<file path="config.mk">
export PLATFORM = sky130hd
export DESIGN_NAME = near_plane_clip_and_project
export DESIGN_NICKNAME = d
export VERILOG_FILES = /design/src/hw/rtl/npcp_pkg.sv /design/src/hw/rtl/npcp_muldiv.sv /design/src/hw/rtl/near_plane_clip_and_project.sv
export SDC_FILE = /design/constraint.sdc
export NUM_CORES = 2
export LEC_CHECK = 0
export BUFFER_PORTS_ARGS = -buffer_cell sky130_fd_sc_hd__buf_4
export CAP_MARGIN = 20
export CORE_MARGIN = 3
export CORE_UTILIZATION = 35
export CTS_BUF_LIST = sky130_fd_sc_hd__clkbuf_16
export CTS_CLUSTER_DIAMETER = 100
export DETAILED_ROUTE_END_ITERATION = 8
export PLACE_DENSITY_LB_ADDON = 0.1
export SYNTH_ARGS = -nofsm -noshare
export SYNTH_HDL_FRONTEND = slang
export SYNTH_SLANG_ARGS = --single-unit
export TNS_END_PERCENT = 100
</file>
<file path="constraint.sdc">
create_clock -name clock -period 8.9 [get_ports clock]
set_input_delay 1.335 -clock clock [delete_from_list [all_inputs] [get_ports clock]]
set_output_delay 1.335 -clock clock [all_outputs]
set_load 0.01 [all_outputs]
</file>
<file path="src/hw/rtl/npcp_pkg.sv">
// ----------------------------------------------------------------------------
// npcp_pkg
// shared types, widths and helpers for the near plane clip and project block
// ----------------------------------------------------------------------------
`default_nettype none

package npcp_pkg;

   localparam int COORD_BITS = 32;
   localparam int FRAC_BITS  = 16;
   localparam int EYE_BITS   = 15;

   localparam logic [EYE_BITS-1:0] EYE_RESET = EYE_BITS'(1000);

   // magnitude width for every operand of the shared unit
   localparam int OPW = ((COORD_BITS > EYE_BITS + FRAC_BITS) ?
                         COORD_BITS : EYE_BITS + FRAC_BITS) + 1;
   localparam int WW    = OPW + 1;
   localparam int QW    = 2 * OPW;
   localparam int CNT_W = $clog2(QW + 1);

   localparam logic [QW-1:0] SAT_MAG = QW'(1) << (COORD_BITS - 1);

   typedef logic signed [COORD_BITS-1:0] coord_type;
   typedef logic signed [WW-1:0]         wide_type;

   localparam coord_type CMAX = {1'b0, {(COORD_BITS-1){1'b1}}};
   localparam coord_type CMIN = {1'b1, {(COORD_BITS-1){1'b0}}};

   typedef struct packed {
      coord_type vertex_x;
      coord_type vertex_y;
      coord_type vertex_z;
      logic      last_vertex;
   } req_type;

   typedef struct packed {
      coord_type screen_x;
      coord_type screen_y;
      logic      vertex_valid;
      logic      polygon_end;
      logic      overflow;
   } rsp_type;

   typedef struct packed {
      coord_type x;
      coord_type y;
      coord_type z;
   } point_type;

   function automatic wide_type widen(input coord_type c);
      return {{(WW-COORD_BITS){c[COORD_BITS-1]}}, c};
   endfunction

   function automatic logic [OPW-1:0] mag(input wide_type v);
      wide_type n;
      n = -v;
      return v[WW-1] ? n[OPW-1:0] : v[OPW-1:0];
   endfunction

endpackage

`default_nettype wire

</file>
<file path="src/hw/rtl/npcp_muldiv.sv">
// ----------------------------------------------------------------------------
// npcp_muldiv
// iterative unsigned (a * b) / d: shift-add multiply then restoring divide
// ----------------------------------------------------------------------------
`default_nettype none

module npcp_muldiv (
   input  wire logic                       clock,
   input  wire logic                       reset,
   input  wire logic                       start,
   input  wire logic [npcp_pkg::OPW-1:0]   a,
   input  wire logic [npcp_pkg::OPW-1:0]   b,
   input  wire logic [npcp_pkg::OPW-1:0]   d,
   output logic                            done,
   output logic [npcp_pkg::QW-1:0]         q
);

   localparam logic [1:0] M_IDLE = 2'd0;
   localparam logic [1:0] M_MUL  = 2'd1;
   localparam logic [1:0] M_DIV  = 2'd2;

   logic [1:0]                   state_ff, state_in;
   logic [npcp_pkg::CNT_W-1:0]   cnt_ff, cnt_in;
   logic [npcp_pkg::QW-1:0]      num_ff, num_in;
   logic [npcp_pkg::QW-1:0]      mcand_ff, mcand_in;
   logic [npcp_pkg::OPW-1:0]     mplier_ff, mplier_in;
   logic [npcp_pkg::OPW-1:0]     div_ff, div_in;
   logic [npcp_pkg::OPW:0]       rem_ff, rem_in;
   logic                         done_ff, done_in;
   logic [npcp_pkg::OPW:0]       rem_sh;
   logic [npcp_pkg::OPW:0]       diff;
   logic                         ge;

   assign rem_sh = {rem_ff[npcp_pkg::OPW-1:0], num_ff[npcp_pkg::QW-1]};
   assign diff   = rem_sh - {1'b0, div_ff};
   assign ge     = rem_sh >= {1'b0, div_ff};

   always_comb begin
      state_in  = state_ff;
      cnt_in    = cnt_ff;
      num_in    = num_ff;
      mcand_in  = mcand_ff;
      mplier_in = mplier_ff;
      div_in    = div_ff;
      rem_in    = rem_ff;
      done_in   = 1'b0;
      unique case (state_ff)
         M_IDLE: begin
            if (start) begin
               num_in    = '0;
               mcand_in  = npcp_pkg::QW'(a);
               mplier_in = b;
               div_in    = d;
               cnt_in    = '0;
               state_in  = M_MUL;
            end
         end
         M_MUL: begin
            if (mplier_ff[0]) begin
               num_in = num_ff + mcand_ff;
            end
            mcand_in  = mcand_ff << 1;
            mplier_in = mplier_ff >> 1;
            cnt_in    = cnt_ff + 1'b1;
            if (cnt_ff == npcp_pkg::CNT_W'(npcp_pkg::OPW - 1)) begin
               cnt_in   = '0;
               rem_in   = '0;
               state_in = M_DIV;
            end
         end
         M_DIV: begin
            rem_in = ge ? diff : rem_sh;
            num_in = {num_ff[npcp_pkg::QW-2:0], ge};
            cnt_in = cnt_ff + 1'b1;
            if (cnt_ff == npcp_pkg::CNT_W'(npcp_pkg::QW - 1)) begin
               done_in  = 1'b1;
               state_in = M_IDLE;
            end
         end
         default: begin
            state_in = M_IDLE;
         end
      endcase
   end

   always_ff @(posedge clock) begin
      if (reset) begin
         state_ff <= M_IDLE;
         done_ff  <= 1'b0;
      end else begin
         state_ff <= state_in;
         done_ff  <= done_in;
      end
      cnt_ff    <= cnt_in;
      num_ff    <= num_in;
      mcand_ff  <= mcand_in;
      mplier_ff <= mplier_in;
      div_ff    <= div_in;
      rem_ff    <= rem_in;
   end

   assign done = done_ff;
   assign q    = num_ff;

endmodule

`default_nettype wire

</file>
<file path="src/hw/rtl/near_plane_clip_and_project.sv">
// ----------------------------------------------------------------------------
// near_plane_clip_and_project
// clips polygon edges against z >= 0 and projects kept points by r / (r - z)
//
//   channel | direction | handshake            | payload
//   req     | in        | req_valid/req_stall  | npcp_pkg::req_type
//   rsp     | out       | rsp_valid/rsp_stall  | npcp_pkg::rsp_type
//   csr     | in        | csr_valid/csr_ready  | eye distance, 15 bits
//
// one vertex transaction runs 0 to 3 points through the shared multiply-divide
// unit; an edge crossing costs up to 4 divisions, a kept vertex up to 2, as
// the projection divisions are skipped when z >= r
// req is stalled until every result of the vertex has been taken
// each result waits in the rsp register while rsp_stall is high
// synchronous reset clears the open polygon and sets eye distance to 1000
// ----------------------------------------------------------------------------
`default_nettype none

module near_plane_clip_and_project (
   input  wire logic                          clock,
   input  wire logic                          reset,
   input  wire logic                          req_valid,
   output logic                               req_stall,
   input  wire npcp_pkg::req_type             req_data,
   output logic                               rsp_valid,
   input  wire logic                          rsp_stall,
   output npcp_pkg::rsp_type                  rsp_data,
   input  wire logic                          csr_valid,
   output logic                               csr_ready,
   input  wire logic [npcp_pkg::EYE_BITS-1:0] csr_data
);

   localparam logic [2:0] S_IDLE = 3'd0;
   localparam logic [2:0] S_PICK = 3'd1;
   localparam logic [2:0] S_CX   = 3'd2;
   localparam logic [2:0] S_CY   = 3'd3;
   localparam logic [2:0] S_PX   = 3'd4;
   localparam logic [2:0] S_PY   = 3'd5;
   localparam logic [2:0] S_OUT  = 3'd6;

   localparam int CW = npcp_pkg::COORD_BITS;

   logic [2:0]                      state_ff, state_in;
   logic [2:0]                      pend_ff, pend_in;
   logic                            marker_ff, marker_in;
   logic                            last_ff, last_in;
   logic                            issued_ff, issued_in;
   logic                            inside_ff, inside_in;
   logic                            emitted_ff, emitted_in;
   logic                            ovf_ff, ovf_in;
   logic                            rsp_valid_ff, rsp_valid_in;
   logic [npcp_pkg::EYE_BITS-1:0]   eye_ff, eye_in;
   npcp_pkg::point_type             first_ff, first_in;
   npcp_pkg::point_type             prev_ff, prev_in;
   npcp_pkg::point_type             old_ff, old_in;
   npcp_pkg::point_type             cur_ff, cur_in;
   npcp_pkg::point_type             p_ff, p_in;
   npcp_pkg::point_type             q_ff, q_in;
   npcp_pkg::point_type             pt_ff, pt_in;
   npcp_pkg::coord_type             resx_ff, resx_in;
   npcp_pkg::rsp_type               rsp_ff, rsp_in;

   logic                            req_accept;
   npcp_pkg::point_type             v;
   logic                            v_first, v_in_view, emitted_eff;
   logic                            c1, c2;
   npcp_pkg::point_type             first_eff;

   npcp_pkg::wide_type              r_w, pc_w, qc_w, pz_w, qz_w, dc_w, dz_w;
   npcp_pkg::wide_type              c_w, z_w, rz_w, m_w, cross_w;
   logic                            z_ge;
   logic                            md_start, md_done;
   logic [npcp_pkg::OPW-1:0]        md_a, md_b, md_d;
   logic [npcp_pkg::QW-1:0]         md_q;
   npcp_pkg::coord_type             proj_val, edge_val;
   logic                            proj_ovf;
   logic                            pe;

   assign req_stall  = reset || (state_ff != S_IDLE);
   assign req_accept = req_valid && !req_stall;
   assign csr_ready  = !reset;
   assign rsp_valid  = rsp_valid_ff;
   assign rsp_data   = rsp_ff;

   assign v.x = req_data.vertex_x;
   assign v.y = req_data.vertex_y;
   assign v.z = req_data.vertex_z;
   assign v_first     = !inside_ff;
   assign v_in_view   = !v.z[CW-1];
   assign emitted_eff = v_first ? 1'b0 : emitted_ff;
   assign first_eff   = v_first ? v : first_ff;
   assign c1 = !v_first && (prev_ff.z[CW-1] != v.z[CW-1]);
   assign c2 = req_data.last_vertex && (first_eff.z[CW-1] != v.z[CW-1]);

   // cross operands
   assign r_w  = $signed(npcp_pkg::WW'({eye_ff, {npcp_pkg::FRAC_BITS{1'b0}}}));
   assign pc_w = npcp_pkg::widen((state_ff == S_CX) ? p_ff.x : p_ff.y);
   assign qc_w = npcp_pkg::widen((state_ff == S_CX) ? q_ff.x : q_ff.y);
   assign pz_w = npcp_pkg::widen(p_ff.z);
   assign qz_w = npcp_pkg::widen(q_ff.z);
   assign dc_w = qc_w - pc_w;
   assign dz_w = pz_w - qz_w;
   assign m_w  = $signed(md_q[npcp_pkg::WW-1:0]);
   assign cross_w = dc_w[npcp_pkg::WW-1] ? (pc_w - m_w) : (pc_w + m_w);
   assign edge_val = cross_w[CW-1:0];

   // projection operands
   assign c_w  = npcp_pkg::widen((state_ff == S_PX) ? pt_ff.x : pt_ff.y);
   assign z_w  = npcp_pkg::widen(pt_ff.z);
   assign rz_w = r_w - z_w;
   assign z_ge = z_w >= r_w;

   always_comb begin
      if (state_ff == S_CX || state_ff == S_CY) begin
         md_a = npcp_pkg::mag(dc_w);
         md_b = npcp_pkg::mag(pz_w);
         md_d = npcp_pkg::mag(dz_w);
      end else begin
         md_a = npcp_pkg::mag(c_w);
         md_b = r_w[npcp_pkg::OPW-1:0];
         md_d = rz_w[npcp_pkg::OPW-1:0];
      end
   end

   always_comb begin
      if (c_w[npcp_pkg::WW-1]) begin
         proj_ovf = md_q > npcp_pkg::SAT_MAG;
         proj_val = proj_ovf ? npcp_pkg::CMIN : -md_q[CW-1:0];
      end else begin
         proj_ovf = md_q >= npcp_pkg::SAT_MAG;
         proj_val = proj_ovf ? npcp_pkg::CMAX : md_q[CW-1:0];
      end
   end

   function automatic npcp_pkg::coord_type clamp(input npcp_pkg::coord_type c);
      priority if (c[CW-1]) begin
         return npcp_pkg::CMIN;
      end else if (c != '0) begin
         return npcp_pkg::CMAX;
      end else begin
         return '0;
      end
   endfunction

   assign pe = last_ff && (pend_ff == 3'b000) && !marker_ff;

   npcp_muldiv u_muldiv (
      .clock (clock),
      .reset (reset),
      .start (md_start),
      .a     (md_a),
      .b     (md_b),
      .d     (md_d),
      .done  (md_done),
      .q     (md_q)
   );

   always_comb begin
      state_in     = state_ff;
      pend_in      = pend_ff;
      marker_in    = marker_ff;
      last_in      = last_ff;
      issued_in    = issued_ff;
      inside_in    = inside_ff;
      emitted_in   = emitted_ff;
      ovf_in       = ovf_ff;
      rsp_valid_in = rsp_valid_ff;
      eye_in       = eye_ff;
      first_in     = first_ff;
      prev_in      = prev_ff;
      old_in       = old_ff;
      cur_in       = cur_ff;
      p_in         = p_ff;
      q_in         = q_ff;
      pt_in        = pt_ff;
      resx_in      = resx_ff;
      rsp_in       = rsp_ff;
      md_start     = 1'b0;

      if (csr_valid) begin
         eye_in = csr_data;
      end

      unique case (state_ff)
         S_IDLE: begin
            if (req_accept) begin
               pend_in    = {c2, v_in_view, c1};
               marker_in  = req_data.last_vertex && !(c1 || c2 || v_in_view)
                            && !emitted_eff;
               last_in    = req_data.last_vertex;
               first_in   = first_eff;
               old_in     = prev_ff;
               prev_in    = v;
               cur_in     = v;
               inside_in  = !req_data.last_vertex;
               emitted_in = req_data.last_vertex ? 1'b0 :
                            (emitted_eff || c1 || c2 || v_in_view);
               state_in   = S_PICK;
            end
         end
         S_PICK: begin
            ovf_in = 1'b0;
            priority if (pend_ff[0]) begin
               pend_in[0] = 1'b0;
               p_in       = old_ff;
               q_in       = cur_ff;
               state_in   = S_CX;
            end else if (pend_ff[1]) begin
               pend_in[1] = 1'b0;
               pt_in      = cur_ff;
               state_in   = S_PX;
            end else if (pend_ff[2]) begin
               pend_in[2] = 1'b0;
               p_in       = cur_ff;
               q_in       = first_ff;
               state_in   = S_CX;
            end else if (marker_ff) begin
               marker_in           = 1'b0;
               rsp_in.screen_x     = '0;
               rsp_in.screen_y     = '0;
               rsp_in.vertex_valid = 1'b0;
               rsp_in.polygon_end  = 1'b1;
               rsp_in.overflow     = 1'b0;
               rsp_valid_in        = 1'b1;
               state_in            = S_OUT;
            end else begin
               state_in = S_IDLE;
            end
         end
         S_CX, S_CY: begin
            if (!issued_ff) begin
               md_start  = 1'b1;
               issued_in = 1'b1;
            end else if (md_done) begin
               issued_in = 1'b0;
               if (state_ff == S_CX) begin
                  pt_in.x  = edge_val;
                  state_in = S_CY;
               end else begin
                  pt_in.y  = edge_val;
                  pt_in.z  = '0;
                  state_in = S_PX;
               end
            end
         end
         S_PX: begin
            if (z_ge) begin
               rsp_in.screen_x     = clamp(pt_ff.x);
               rsp_in.screen_y     = clamp(pt_ff.y);
               rsp_in.vertex_valid = 1'b1;
               rsp_in.polygon_end  = pe;
               rsp_in.overflow     = 1'b1;
               rsp_valid_in        = 1'b1;
               state_in            = S_OUT;
            end else if (!issued_ff) begin
               md_start  = 1'b1;
               issued_in = 1'b1;
            end else if (md_done) begin
               issued_in = 1'b0;
               resx_in   = proj_val;
               ovf_in    = proj_ovf;
               state_in  = S_PY;
            end
         end
         S_PY: begin
            if (!issued_ff) begin
               md_start  = 1'b1;
               issued_in = 1'b1;
            end else if (md_done) begin
               issued_in           = 1'b0;
               rsp_in.screen_x     = resx_ff;
               rsp_in.screen_y     = proj_val;
               rsp_in.vertex_valid = 1'b1;
               rsp_in.polygon_end  = pe;
               rsp_in.overflow     = ovf_ff || proj_ovf;
               rsp_valid_in        = 1'b1;
               state_in            = S_OUT;
            end
         end
         S_OUT: begin
            if (!rsp_stall) begin
               rsp_valid_in = 1'b0;
               state_in     = S_PICK;
            end
         end
         default: begin
            state_in = S_IDLE;
         end
      endcase
   end

   always_ff @(posedge clock) begin
      if (reset) begin
         state_ff     <= S_IDLE;
         pend_ff      <= '0;
         marker_ff    <= 1'b0;
         last_ff      <= 1'b0;
         issued_ff    <= 1'b0;
         inside_ff    <= 1'b0;
         emitted_ff   <= 1'b0;
         ovf_ff       <= 1'b0;
         rsp_valid_ff <= 1'b0;
         eye_ff       <= npcp_pkg::EYE_RESET;
         first_ff     <= '0;
         prev_ff      <= '0;
      end else begin
         state_ff     <= state_in;
         pend_ff      <= pend_in;
         marker_ff    <= marker_in;
         last_ff      <= last_in;
         issued_ff    <= issued_in;
         inside_ff    <= inside_in;
         emitted_ff   <= emitted_in;
         ovf_ff       <= ovf_in;
         rsp_valid_ff <= rsp_valid_in;
         eye_ff       <= eye_in;
         first_ff     <= first_in;
         prev_ff      <= prev_in;
      end
      old_ff  <= old_in;
      cur_ff  <= cur_in;
      p_ff    <= p_in;
      q_ff    <= q_in;
      pt_ff   <= pt_in;
      resx_ff <= resx_in;
      rsp_ff  <= rsp_in;
   end

endmodule

`default_nettype wire
</file>
==> flow_summary.yaml <==
grt:
  antenna_found_initial: 12
  use_met2_pct: 30.9
  grt_util_met1_pct: 34.1
  grt_pass1_vias: 42100
  grt.overflow.total: 0
  busiest_layer: "met1"
  grt_util_all_layers_pct: 21.5
  grt_pass1_wl_mm: 283
  grt_use_met3_pct: 2.70
  grt_max_degree: 162
cts:
  insertion_delay_ns: 0.80
  htreeDepth: 3
  clk_pin_slew_ns: 0.07
  clock_sinks: 1040
  cts_tree: "done"
  cts_buffers: 118
  post_cts_buffers: 0
  cts_resized: 0
  clockBufferDepth: 3
  cts_hold_buf: 0
  root_buffer: "clkbuf_16"
placed_design:
  placed_area_um2: 62200
  pre_cts_slack_ns: 1.38
  io_buffers: 186
  place_congestion: 0.907
  hpwl_mm: 138
timing:
  rsz0062_at_grt: "false"
  period_share_pct: 86.8
  fmax_ghz: 0.129
  relSlewSlack_pct: 16.8
  finalSetupViolations: 0
  worst_slack_ns: 1.18
  fin_skew_ns: 0.0550
  final_hold_viol_count: 0
  max_slew.worst_pin.slew_ns: 1.23
  fin_crit_ns: 7.72
  slew_viol_final: 0
  fin_setup_tns_ns: 0
  hold_ws_ns: 0.425
yosys:
  postSynth.asyncResetShare_pct: 0
  synth_common_cells: "nand2_1, edfxtp_1, a21oi_1"
  synth_seq_area_share_pct: 49.6
  post-synth-top-count-cell: "nand2_1"
  ys.flop_type: "edfxtp_1"
  synth_area_um2: 58500
  synth_area_leaders: "edfxtp_1, dfxtp_1, nand2_1, ha_1, mux2_2"
  yosysWarningCount: 0
  yosysUniqueCellTypes: 112
  synth-seq-cells: 1040
  synth_top_area_share_pct: 42.0
  synthCells: 5783
  synth_edf_count: 817
  syn_avg_cell_area_um2: 10.1
  yosys.area.top_type: "edfxtp_1"
  mappedNetlistNets: 6124
floorplanning:
  initial_core_util_pct: 35.3
  die_h_um: 415
  die_area_um2: 172000
  core_um2: 166000
  ios: 187
  die_w_um: 415
  rows: 149
routing:
  drc: 0
  num_vias: 44200
  antenna_left: 0
  vias_per_cell: 5.43
  wl_per_cell_um: 23.3
  dr.pass1.iters: 8
  wl_mm: 190
  drtIter0Drc: 3594
run_status:
  status: "completed"
flow_run:
  cap_violations: 0
setup_path:
  start_kind: "flip-flop"
  cp_data_required_time_ns: 9.41
  crit_fanout: 31
  crit_type: "reg2reg"
  cp-end-kind: "flip-flop"
  crit_arrival_ns: 8.24
final_layout:
  fin_nets: 6190
  layout-drive-gt1-share_pct: 12.5
  area_growth_pct: 13.1
  final_cell_area_um2: 66200
  fill_cells: 16300
pwr:
  p_total_w: 0.0120
  leakage_nw: 25.7
  ir_drop_uv: 156
  cellPowerDensity_nw_per_um2: 182
hold_path:
  hold_class: "reg2reg"
## through the flow
stage,utilization (%),std cells
after global placement,37.5,7914
after CTS,39.9,8140
after global routing,40.0,8143
after floorplan,-,5783
final,40.0,8146
after detailed placement,37.6,7916
## layout make-up
class	count	area [µm²]	share of cell area, %
clock buffer	119	2980	4.50
sequential	1040	29000	43.8
tap	2189	2740	4.14
multi-input combinational	4216	27700	41.8
antenna	4	10.0	0.0151
timing repair buffer	253	1960	2.96
inverter	220	836	1.26
clock inverter	105	976	1.48
## per-layer routing
layer	wire length [µm]	share of wire, %
met1	97700	51
met2	78500	41
met3	9920	5.2
met4	3900	2.0
met5	24	0.013
## worst paths after layout
check / from / endpoint / slack, ns / depth (start not counted)
max reg2reg: state_ff[1]$_SDFFE_PP0P_ / pt_ff[55]$_DFFE_PP_ / 1.18 / 23
max: state_ff[1]$_SDFFE_PP0P_ / pt_ff[55]$_DFFE_PP_ / 1.18 / 23
min reg2reg: prev_ff[8]$_SDFFE_PP0P_ / old_ff[8]$_DFFE_PP_ / 0.43 / 0
min: prev_ff[8]$_SDFFE_PP0P_ / old_ff[8]$_DFFE_PP_ / 0.43 / 0
## registers in the layout, indices dropped and copies added, names as in the netlist, 66 cells and up
| signal | cells |
|---|---|
| prev_ff | 96 |
| rsp_data | 67 |
| p_ff | 96 |
| pt_ff | 96 |
| q_ff | 96 |
| u_muldiv.mcand_ff | 66 |
| old_ff | 96 |
| first_ff | 96 |
| u_muldiv.q | 66 |
| cur_ff | 96 |
## where the power goes
group | leakage [nW] | switching (W) | internal [W] | total (W)
registers | 9.46 | 0.000155 | 0.00552 | 0.00568
clock network | 2.01 | 0.00213 | 0.00282 | 0.00495
logic | 14.2 | 0.000901 | 0.000500 | 0.00140
## critical path, stage by stage, from the launching register on
cell and delay [ns]:
dfxtp_1 0.33, or3b_4 0.66, mux2_2 0.42, ha_1 0.21
fa_1 0.50, and2_1 0.23, nor4_1 0.43, o21ai_1 0.30
a31oi_1 0.77, nor3_2 0.21, nor2_2 0.17, buf_4 0.29
a21o_1 0.22, inv_1 0.06, ha_1 0.27, a21oi_1 0.17
and2_1 0.18, o21ai_0 0.11, a211oi_2 0.62, o211ai_1 0.24
and2_1 0.27, a21oi_1 0.39, mux2i_1 0.28, nand2_1 0.08
## cell usage in the layout (no fill, tap or decap), types with 13 or more instances in the layout
master,synthesis,layout
a21oi_1,414,412
o21ai_1,18,18
xor2_1,122,122
nor2_1,303,298
a22oi_1,50,50
or2_2,20,20
nand2_1,891,891
buf_4,0,247
nand3_1,162,161
ha_1,219,217
clkinv_1,0,29
and2_1,107,106
xnor2_1,196,196
a31oi_1,47,47
and3_1,37,37
o31ai_1,37,37
a211oi_1,38,38
mux2i_1,123,121
o21a_1,47,47
inv_1,219,245
clkbuf_16,0,119
nor2b_1,78,77
nor3_1,109,107
o21ai_0,258,258
o311ai_0,22,16
nand4_1,57,57
o311ai_1,9,15
nand2b_1,32,30
mux2_2,230,230
bufinv_16,0,13
nor4_1,37,37
o21bai_1,35,35
clkinv_2,0,16
a21o_1,170,170
or4_1,23,23
dfxtp_1,223,222
edfxtp_1,817,817
or3_1,42,42
o211ai_1,28,28
## kinds of logic after synthesis
logic type | Yosys count | share of synthesized area (%)
AND/OR/NAND/NOR | 1968 | 15.8
XOR/XNOR | 319 | 4.79
flip-flops | 1040 | 49.6
multiplexers | 355 | 6.59
other | 1 | 0.00641
buffers and inverters | 527 | 3.43
adder cells (fa/ha/maj) | 225 | 4.87
AO/OA/AOI/OAI | 1348 | 14.9
No activity file was read; power rests on OpenSTA's default activity.
